**config.mk**
```make
export PLATFORM = sky130hd
export DESIGN_NAME = arp_cache_engine
export DESIGN_NICKNAME = d
export VERILOG_FILES = /design/src/rtl/core/ace_pkg.sv /design/src/rtl/core/ace_ctrl.sv /design/src/rtl/core/ace_dp.sv /design/src/rtl/core/arp_cache_engine.sv
export SDC_FILE = /design/constraint.sdc
export NUM_CORES = 2
export LEC_CHECK = 0
export BUFFER_PORTS_ARGS = -buffer_cell sky130_fd_sc_hd__buf_2
export CELL_PAD_IN_SITES_DETAIL_PLACEMENT = 2
export CELL_PAD_IN_SITES_GLOBAL_PLACEMENT = 2
export CORE_ASPECT_RATIO = 0.75
export CORE_MARGIN = 4
export CORE_UTILIZATION = 47
export CTS_BUF_LIST = sky130_fd_sc_hd__clkbuf_8
export DETAILED_ROUTE_END_ITERATION = 7
export PLACE_DENSITY = 0.89
export REMOVE_ABC_BUFFERS = 1
export SKIP_LAST_GASP = 1
export SLEW_MARGIN = 10
export SYNTH_ARGS = -nofsm -noshare
export SYNTH_HDL_FRONTEND = slang
export SYNTH_SLANG_ARGS = --single-unit
```
**constraint.sdc**
```tcl
create_clock -name clock -period 21.1 [get_ports clock]
set_clock_uncertainty 0.15 [all_clocks]
set_input_delay 4.22 -clock clock [delete_from_list [all_inputs] [get_ports clock]]
set_output_delay 4.22 -clock clock [all_outputs]
set_load 0.01 [all_outputs]
```
**src/rtl/core/ace_pkg.sv**
```systemverilog
`default_nettype none

package ace_pkg;

   localparam int TABLE_DEPTH = 16;
   localparam int N_IFACES    = 4;
   localparam int N_CSR       = 4;

   localparam int IDX_W     = $clog2(TABLE_DEPTH);
   localparam int CSR_IDX_W = $clog2(N_CSR);
   localparam int CSR_ADDR_W = 3;
   localparam int CSR_DATA_W = 32;

   localparam int IFACE_W = 8;
   localparam int IP_W    = 32;
   localparam int MAC_W   = 48;
   localparam int OP_W    = 8;
   localparam int STAT_W  = 2;

   localparam int REQ_DATA_W = 128;
   localparam int RSP_DATA_W = 56;

   localparam logic [IDX_W-1:0] LAST_IDX = IDX_W'(TABLE_DEPTH - 1);

   localparam logic [STAT_W-1:0] STATUS_OK       = 2'd0;
   localparam logic [STAT_W-1:0] STATUS_BAD_IFC  = 2'd1;
   localparam logic [STAT_W-1:0] STATUS_NOT_FOUND = 2'd2;

   localparam logic CMD_LOOKUP = 1'b0;
   localparam logic CMD_LEARN  = 1'b1;

   localparam logic [OP_W-1:0] ARP_OP_REQUEST = 8'h01;

   // Commands from the controller to the datapath.
   typedef struct packed {
      logic capture;
      logic scan;
      logic finish;
   } ace_cmd_type;

   // Status from the datapath to the controller.
   typedef struct packed {
      logic match;
      logic scan_last;
      logic out_free;
   } ace_stat_type;

endpackage

`default_nettype wire

```
**src/rtl/core/ace_ctrl.sv**
```systemverilog
`default_nettype none

module ace_ctrl (
   input  wire logic                  clock,
   input  wire logic                  reset,
   input  wire logic                  req_tvalid,
   output logic                       req_tready,
   input  wire ace_pkg::ace_stat_type stat,
   output ace_pkg::ace_cmd_type       cmd
);
   import ace_pkg::*;

   typedef enum logic [1:0] {
      ST_IDLE,
      ST_SCAN,
      ST_DONE
   } state_type;

   state_type state_ff;
   state_type state_in;
   logic      ready_ff;
   logic      ready_in;

   always_comb begin
      state_in = state_ff;
      case (state_ff)
         ST_IDLE: begin
            if (req_tvalid && ready_ff) state_in = ST_SCAN;
         end
         ST_SCAN: begin
            // The walk ends on the first matching entry or at the last slot.
            if (stat.match || stat.scan_last) state_in = ST_DONE;
         end
         ST_DONE: begin
            if (stat.out_free) state_in = ST_IDLE;
         end
         default: state_in = ST_IDLE;
      endcase
      ready_in = (state_in == ST_IDLE);
   end

   always_ff @(posedge clock) begin
      if (reset) begin
         state_ff <= ST_IDLE;
         ready_ff <= 1'b0;
      end else begin
         state_ff <= state_in;
         ready_ff <= ready_in;
      end
   end

   assign req_tready  = ready_ff;
   assign cmd.capture = req_tvalid && ready_ff;
   assign cmd.scan    = (state_ff == ST_SCAN);
   assign cmd.finish  = (state_ff == ST_DONE) && stat.out_free;

endmodule

`default_nettype wire

```
**src/rtl/core/ace_dp.sv**
```systemverilog
`default_nettype none

module ace_dp (
   input  wire logic                              clock,
   input  wire logic                              reset,
   input  wire logic                              req_cmd,
   input  wire logic [ace_pkg::REQ_DATA_W-1:0]    req_data,
   input  wire logic                              csr_we,
   input  wire logic [ace_pkg::CSR_ADDR_W-1:0]    csr_addr,
   input  wire logic [ace_pkg::CSR_DATA_W-1:0]    csr_wdata,
   input  wire ace_pkg::ace_cmd_type              cmd,
   output ace_pkg::ace_stat_type                  stat,
   output logic                                   rsp_valid,
   input  wire logic                              rsp_ready,
   output logic [ace_pkg::RSP_DATA_W-1:0]         rsp_data
);
   import ace_pkg::*;

   logic [IP_W-1:0]    iface_addr_ff [N_CSR];

   logic [IFACE_W-1:0] entry_iface_ff [TABLE_DEPTH];
   logic [MAC_W-1:0]   entry_mac_ff   [TABLE_DEPTH];
   logic [IP_W-1:0]    entry_ip_ff    [TABLE_DEPTH];

   logic               item_cmd_ff;
   logic [IFACE_W-1:0] item_ifc_ff;
   logic [IP_W-1:0]    item_ip_ff;
   logic [MAC_W-1:0]   item_mac_ff;
   logic [IP_W-1:0]    item_tip_ff;
   logic [OP_W-1:0]    item_op_ff;

   logic [IDX_W-1:0]   idx_ff;
   logic               hit_ff;
   logic [IDX_W-1:0]   hit_idx_ff;
   logic [MAC_W-1:0]   hit_mac_ff;

   logic                  out_valid_ff;
   logic [RSP_DATA_W-1:0] out_data_ff;

   logic                  match_now;
   logic                  ifc_ok;
   logic                  mcast;
   logic [MAC_W-1:0]      mcast_mac;
   logic                  reply;
   logic [STAT_W-1:0]     res_status;
   logic [MAC_W-1:0]      res_mac;
   logic                  res_inserted;

   // Configuration registers.
   always_ff @(posedge clock) begin
      if (reset) begin
         for (int i = 0; i < N_CSR; i++) iface_addr_ff[i] <= '0;
      end else if (csr_we && (csr_addr < CSR_ADDR_W'(N_CSR))) begin
         iface_addr_ff[csr_addr[CSR_IDX_W-1:0]] <= csr_wdata;
      end
   end

   // Item capture.
   always_ff @(posedge clock) begin
      if (cmd.capture) begin
         item_cmd_ff <= req_cmd;
         item_ifc_ff <= req_data[7:0];
         item_ip_ff  <= req_data[39:8];
         item_mac_ff <= req_data[87:40];
         item_tip_ff <= req_data[119:88];
         item_op_ff  <= req_data[127:120];
      end
   end

   // One entry is compared per cycle of the walk.
   always_comb begin
      match_now = cmd.scan && (entry_iface_ff[idx_ff] == item_ifc_ff) &&
                  ((item_cmd_ff == CMD_LEARN) ? (entry_mac_ff[idx_ff] == item_mac_ff)
                                              : (entry_ip_ff[idx_ff] == item_ip_ff));
   end

   always_ff @(posedge clock) begin
      if (reset) begin
         idx_ff <= '0;
         hit_ff <= 1'b0;
      end else if (cmd.capture) begin
         idx_ff <= '0;
         hit_ff <= 1'b0;
      end else if (cmd.scan) begin
         idx_ff <= idx_ff + IDX_W'(1);
         if (match_now) hit_ff <= 1'b1;
      end
   end

   always_ff @(posedge clock) begin
      if (match_now) begin
         hit_idx_ff <= idx_ff;
         hit_mac_ff <= entry_mac_ff[idx_ff];
      end
   end

   assign stat.match     = match_now;
   assign stat.scan_last = (idx_ff == LAST_IDX);
   assign stat.out_free  = !out_valid_ff || rsp_ready;

   // Result of the item.
   always_comb begin
      ifc_ok    = (item_ifc_ff < IFACE_W'(N_IFACES));
      mcast     = (item_ip_ff[7:5] == 3'b111);
      mcast_mac = {8'h01, 8'h00, 8'h5e, 1'b0, item_ip_ff[14:8],
                   item_ip_ff[23:16], item_ip_ff[31:24]};
      reply     = ifc_ok && (item_tip_ff == iface_addr_ff[item_ifc_ff[CSR_IDX_W-1:0]]) &&
                  (item_op_ff == ARP_OP_REQUEST);
      res_status   = STATUS_OK;
      res_mac      = '0;
      res_inserted = 1'b0;
      if (item_cmd_ff == CMD_LEARN) begin
         res_inserted = !hit_ff;
      end else if (!ifc_ok) begin
         res_status = STATUS_BAD_IFC;
      end else if (mcast) begin
         res_mac = mcast_mac;
      end else if (hit_ff) begin
         res_mac = hit_mac_ff;
      end else begin
         res_status = STATUS_NOT_FOUND;
      end
   end

   // Table write-back: update in place, or shift down and insert at slot zero.
   always_ff @(posedge clock) begin
      if (reset) begin
         for (int i = 0; i < TABLE_DEPTH; i++) begin
            entry_iface_ff[i] <= '0;
            entry_mac_ff[i]   <= '0;
            entry_ip_ff[i]    <= '0;
         end
      end else if (cmd.finish && (item_cmd_ff == CMD_LEARN)) begin
         if (hit_ff) begin
            entry_ip_ff[hit_idx_ff] <= item_ip_ff;
         end else begin
            for (int i = 1; i < TABLE_DEPTH; i++) begin
               entry_iface_ff[i] <= entry_iface_ff[i-1];
               entry_mac_ff[i]   <= entry_mac_ff[i-1];
               entry_ip_ff[i]    <= entry_ip_ff[i-1];
            end
            entry_iface_ff[0] <= item_ifc_ff;
            entry_mac_ff[0]   <= item_mac_ff;
            entry_ip_ff[0]    <= item_ip_ff;
         end
      end
   end

   // Output register.
   always_ff @(posedge clock) begin
      if (reset) begin
         out_valid_ff <= 1'b0;
      end else if (cmd.finish) begin
         out_valid_ff <= 1'b1;
      end else if (rsp_ready) begin
         out_valid_ff <= 1'b0;
      end
   end

   always_ff @(posedge clock) begin
      if (cmd.finish) begin
         out_data_ff <= {4'b0000,
                         (item_cmd_ff == CMD_LEARN) && reply,
                         res_inserted, res_mac, res_status};
      end
   end

   assign rsp_valid = out_valid_ff;
   assign rsp_data  = out_data_ff;

endmodule

`default_nettype wire

```
**src/rtl/core/arp_cache_engine.sv**
```systemverilog
// The table walk compares one entry per cycle and stops at the first match or at the last
// slot; the result is then written to the output register with the table write-back.
// A new beat is taken only after the walk, the write-back and req_tready raised again;
// a result held by rsp_tready stalls the following item in its write-back until the
// output register frees.
// Reset is synchronous: it clears the table and interface addresses; req_tready is low.
`default_nettype none

module arp_cache_engine (
   input  wire logic                              clock,
   input  wire logic                              reset,
   input  wire logic                              req_tvalid,
   output logic                                   req_tready,
   // tdata: iface[7:0], ip_addr[39:8], sender_mac[87:40], target_ip[119:88],
   //        arp_op_low[127:120]
   input  wire logic [ace_pkg::REQ_DATA_W-1:0]    req_tdata,
   // tuser: command
   input  wire logic                              req_tuser,
   output logic                                   rsp_tvalid,
   input  wire logic                              rsp_tready,
   // tdata: status[1:0], mac_out[49:2], inserted[50], reply_needed[51], zero pad
   output logic [ace_pkg::RSP_DATA_W-1:0]         rsp_tdata,
   input  wire logic                              csr_we,
   input  wire logic [ace_pkg::CSR_ADDR_W-1:0]    csr_addr,
   input  wire logic [ace_pkg::CSR_DATA_W-1:0]    csr_wdata
);
   import ace_pkg::*;

   ace_cmd_type  cmd;
   ace_stat_type stat;

   ace_ctrl u_ctrl (
      .clock      (clock),
      .reset      (reset),
      .req_tvalid (req_tvalid),
      .req_tready (req_tready),
      .stat       (stat),
      .cmd        (cmd)
   );

   ace_dp u_dp (
      .clock     (clock),
      .reset     (reset),
      .req_cmd   (req_tuser),
      .req_data  (req_tdata),
      .csr_we    (csr_we),
      .csr_addr  (csr_addr),
      .csr_wdata (csr_wdata),
      .cmd       (cmd),
      .stat      (stat),
      .rsp_valid (rsp_tvalid),
      .rsp_ready (rsp_tready),
      .rsp_data  (rsp_tdata)
   );

   a_status_code: assert property (@(posedge clock) disable iff (reset)
      rsp_tvalid |-> (rsp_tdata[1:0] == STATUS_OK || rsp_tdata[1:0] == STATUS_BAD_IFC ||
                      rsp_tdata[1:0] == STATUS_NOT_FOUND))
      else $error("undefined status code on result");

   a_fail_no_mac: assert property (@(posedge clock) disable iff (reset)
      (rsp_tvalid && rsp_tdata[1:0] != STATUS_OK) |-> (rsp_tdata[49:2] == '0))
      else $error("failed lookup carries a MAC");

   a_learn_clean: assert property (@(posedge clock) disable iff (reset)
      (rsp_tvalid && (rsp_tdata[50] || rsp_tdata[51])) |->
         (rsp_tdata[1:0] == STATUS_OK && rsp_tdata[49:2] == '0))
      else $error("learn result carries lookup fields");

   a_busy_after_accept: assert property (@(posedge clock) disable iff (reset)
      (req_tvalid && req_tready) |=> !req_tready)
      else $error("new beat accepted while an item is in the walk");

endmodule

`default_nettype wire

```
==> summary.txt <==
Cells and area
  – Area Growth Syn to Fin: 10.6%
  – Final Cell Area: 89200 µm²
  – Nets: 5991
  – Filler cells: 15400
  – Fraction of layout instances using a drive strength above 1: 0.189

Synthesis
  – Post-Syn Area: 80700 µm²
  – Synth Area in XOR/XNOR: 0.0218
  – Post-synthesis async set-or-reset flop share: 0
  – Count leader, synth: edfxtp_1
  – Proportion of synthesized area in mux cells: 0.120
  – Cell taking the most area after synthesis: edfxtp_1
  – Largest family of logic cells by synthesized area: multiplexers
  – Compound-gate portion of the synthesized area: 0.0924
  – Synth cell types: 88
  – Synth Area in Adders: 0.000155
  – Post-Synth Simple-Gate Area: 0.115
  – Top cells by area, synth: edfxtp_1 53%, dfxtp_1 8.7%, mux4_2 7.9%, a22o_1 6.8%, and2_1 5.5%
  – #FFs+latches synth: 1784
  – Post-Synthesis Cells: 5661
  – Commonest cells in the netlist: 1433 x edfxtp_1, 709 x and2_1, 628 x a22o_1
  – Seq/Total Area, Yosys: 0.620
  – Post-synth top area share: 0.533
  – Ys Warns: 0
  – Top FF cell, synth: edfxtp_1
  – Number of flops mapped to enable cells by yosys: 1433
  – Syn Area/Cell: 14.3 µm²

Power and ir drop
  – Maximum vdd ir drop: 0.0630 mV
  – Leakage: 32.1 nW
  – Power Density: 85.8 nW/µm²

Place
  – Routability cong.: 0.828
  – Dpl ws: 11.10 ns
  – Port Buffer Count: 222
  – Placed Area: 83700 µm²
  – HPWL Detailed: 179000 µm

Clock tree
  – CTS max path bufs: 4
  – Skew-Pair Late Insertion Delay: 1.11 ns
  – Post-CTS setup buffers: 0
  – Post-CTS Hold Fix Bufs: 0
  – CTS resizes: 0
  – H-tree depth: 5
  – Root buffer cell: clkbuf_8
  – Clock slew at reported path FFs: 0.08 ns
  – TritonCTS Buffers: 304
  – CTS sink count: 1784
  – CTS tree: done

Timing
  – Fmax: 0.105 GHz
  – Final period utilization: 0.450
  – Final Slew Violations: 0
  – Post-route setup slack: 11.61 ns
  – Total negative slack: 0 ns
  – Final min period: 9.49 ns
  – RSZ-0062 raised after global routing: false
  – Final Hold Viols: 0
  – Worst relative slew slack: 0.0235
  – Setup violators final: 0
  – Worst-Margin Slew: 1.46 ns

Floorplan
  – Initial core utilization: 0.474
  – Num rows: 131
  – Die Ht: 367 µm
  – Die Area: 178000 µm²
  – I/O pins: 227
  – Core area: 170000 µm²
  – Die X: 486 µm

Route
  – WL/cell: 39.9 µm
  – DRT iter0 DRCs: 8610
  – Residual DRC: 0
  – Drt via density: 7.01
  – Antenna viol nets, final: 0
  – Via count: 58300
  – DRT Pass-1 Iters: 6
  – Final wirelength: 332000 µm

Global route
  – Global-route wire length before repair: 473000 µm
  – Largest net degree at the start of global routing: 300
  – Overflow after GRT: 0
  – GR Util All Layers: 0.364
  – Initial antenna violation count: 26
  – Vias in the first global route: 61900

Min path
  – Hold WC Path Type: flip-flop to flip-flop

Setup path
  – CP Cell Sequence: buf_2 > nand2b_1 > nor2b_4 > buf_4 > nand2_1 > nor2_4 > buf_4 > buf_12 > buf_4 > buf_4 > a22o_1
  – Max FO, Critical Path: 299
  – WP data required: 21.79 ns
  – Worst setup SP type: primary input
  – CP peak stage delay: 1.10 ns
  – CP most frequent cell: buf_4
  – Crit path DAT: 10.18 ns
  – Crit Path Class: primary input to flip-flop
  – Crit path capture type: flip-flop
  – Critical Path Slowest Stage Cell: buf_4

Outcome
  – Status: completed

Run
  – Max_cap viols: 0
[final timing paths]
| check | from | end | slack [ns] | cells after the start |
|---|---|---|---|---|
| hold / removal | u_dp.entry_mac_ff[9][34]$_SDFFCE_PN0P_ | u_dp.entry_mac_ff[10][34]$_SDFFE_PP0P_ | 0.32 | 1 |
| hold reg to reg | u_dp.entry_mac_ff[9][34]$_SDFFCE_PN0P_ | u_dp.entry_mac_ff[10][34]$_SDFFE_PP0P_ | 0.32 | 1 |
| setup / recovery | rsp_tready | u_dp.entry_ip_ff[7][15]$_DFFE_PP_ | 11.61 | 11 |
| setup reg to reg | flip-flop | u_dp.hit_mac_ff[6]$_DFFE_PP_ | 11.99 | 13 |
[worst max-delay path: cells and delay by family]
family	cells	cell delay, ns
and+or+nand+nor	4	1.06
AOI/OAI and AO/OA	1	0.35
buffers and inverters	6	4.17
[stage by stage]
| stage | cells | util | power, W | hold WS [ns] |
|---|---|---|---|---|
| 2_1_floorplan | 5166 | - | 0.00432 | 0.284 |
| 3_3_place_gp | 7775 | 0.491 | 0.00449 | 0.299 |
| 3_5_place_dp | 7776 | 0.491 | 0.00454 | 0.310 |
| 4_1_cts | 8303 | 0.524 | 0.00765 | 0.324 |
| 5_1_grt | 8306 | 0.524 | 0.00784 | 0.336 |
| 6_report | 8323 | 0.524 | 0.00766 | 0.316 |
[area by class of cell]
type	count	area (µm²)	area share
clock inverter	182	771	0.00864
sequential	1784	50100	0.561
multi-input combinational	3370	28600	0.320
inverter	12	65.1	0.000729
timing repair buffer	349	2140	0.0240
clock buffer	345	4750	0.0532
tap	2261	2830	0.0317
antenna	20	50.0	0.000561
[layout by cell type, fill, tap and decap left out, types with 122 or more instances in the layout]
| master | synthesis | routed |
|---|---|---|
| a22o_1 | 628 | 628 |
| and2_1 | 709 | 709 |
| buf_2 | 46 | 221 |
| buf_4 | 28 | 122 |
| clkbuf_8 | 2 | 345 |
| dfxtp_1 | 351 | 345 |
| edfxtp_1 | 1433 | 1433 |
| inv_1 | 10 | 131 |
| mux2i_1 | 201 | 201 |
| mux4_2 | 284 | 284 |
| nand2_1 | 465 | 458 |
| nand3b_1 | 163 | 163 |
| xnor2_1 | 122 | 122 |
[logic make-up (layout without fill, tap and decap cells)]
kind of cell,Yosys count,after routing
multiplexers,563,563
adder cells (fa/ha/maj),1,1
buffers and inverters,510,888
flip-flops,1784,1784
AND/OR/NAND/NOR,1669,1669
XOR/XNOR,200,200
other,1,24
AO/OA/AOI/OAI,933,933
[flip-flops by register name, summed over array words and instances, names as in the netlist, 4 cells and up, named ones only]
name	flops
u_dp.idx_ff	4
u_dp.iface_addr_ff	128
u_dp.item_ip_ff	32
u_dp.hit_mac_ff	48
u_dp.item_ifc_ff	8
u_dp.entry_ip_ff	512
u_dp.entry_mac_ff	768
u_dp.hit_idx_ff	4
u_dp.item_mac_ff	48
u_dp.item_tip_ff	32
u_dp.rsp_data	52
u_dp.entry_iface_ff	128
u_dp.item_op_ff	8
[layer usage]
metal | vias up | part of all wire | GRT usage
li1 | 21900 | - | -
met1 | 30100 | 0.36 | 0.448
met2 | 4772 | 0.46 | 0.564
met3 | 1519 | 0.11 | 0.106
met4 | 24 | 0.073 | 0.230
met5 | - | 0.00051 | 0.00134
[power by group]
part | internal, W | total [W] | switching, W
combinational | 0.000169 | 0.000505 | 0.000336
clock | 0.00150 | 0.00314 | 0.00164
sequential | 0.00391 | 0.00401 | 0.000106
total | 0.00558 | 0.00766 | 0.00208
Note: power is estimated with default switching activity, not from simulation.
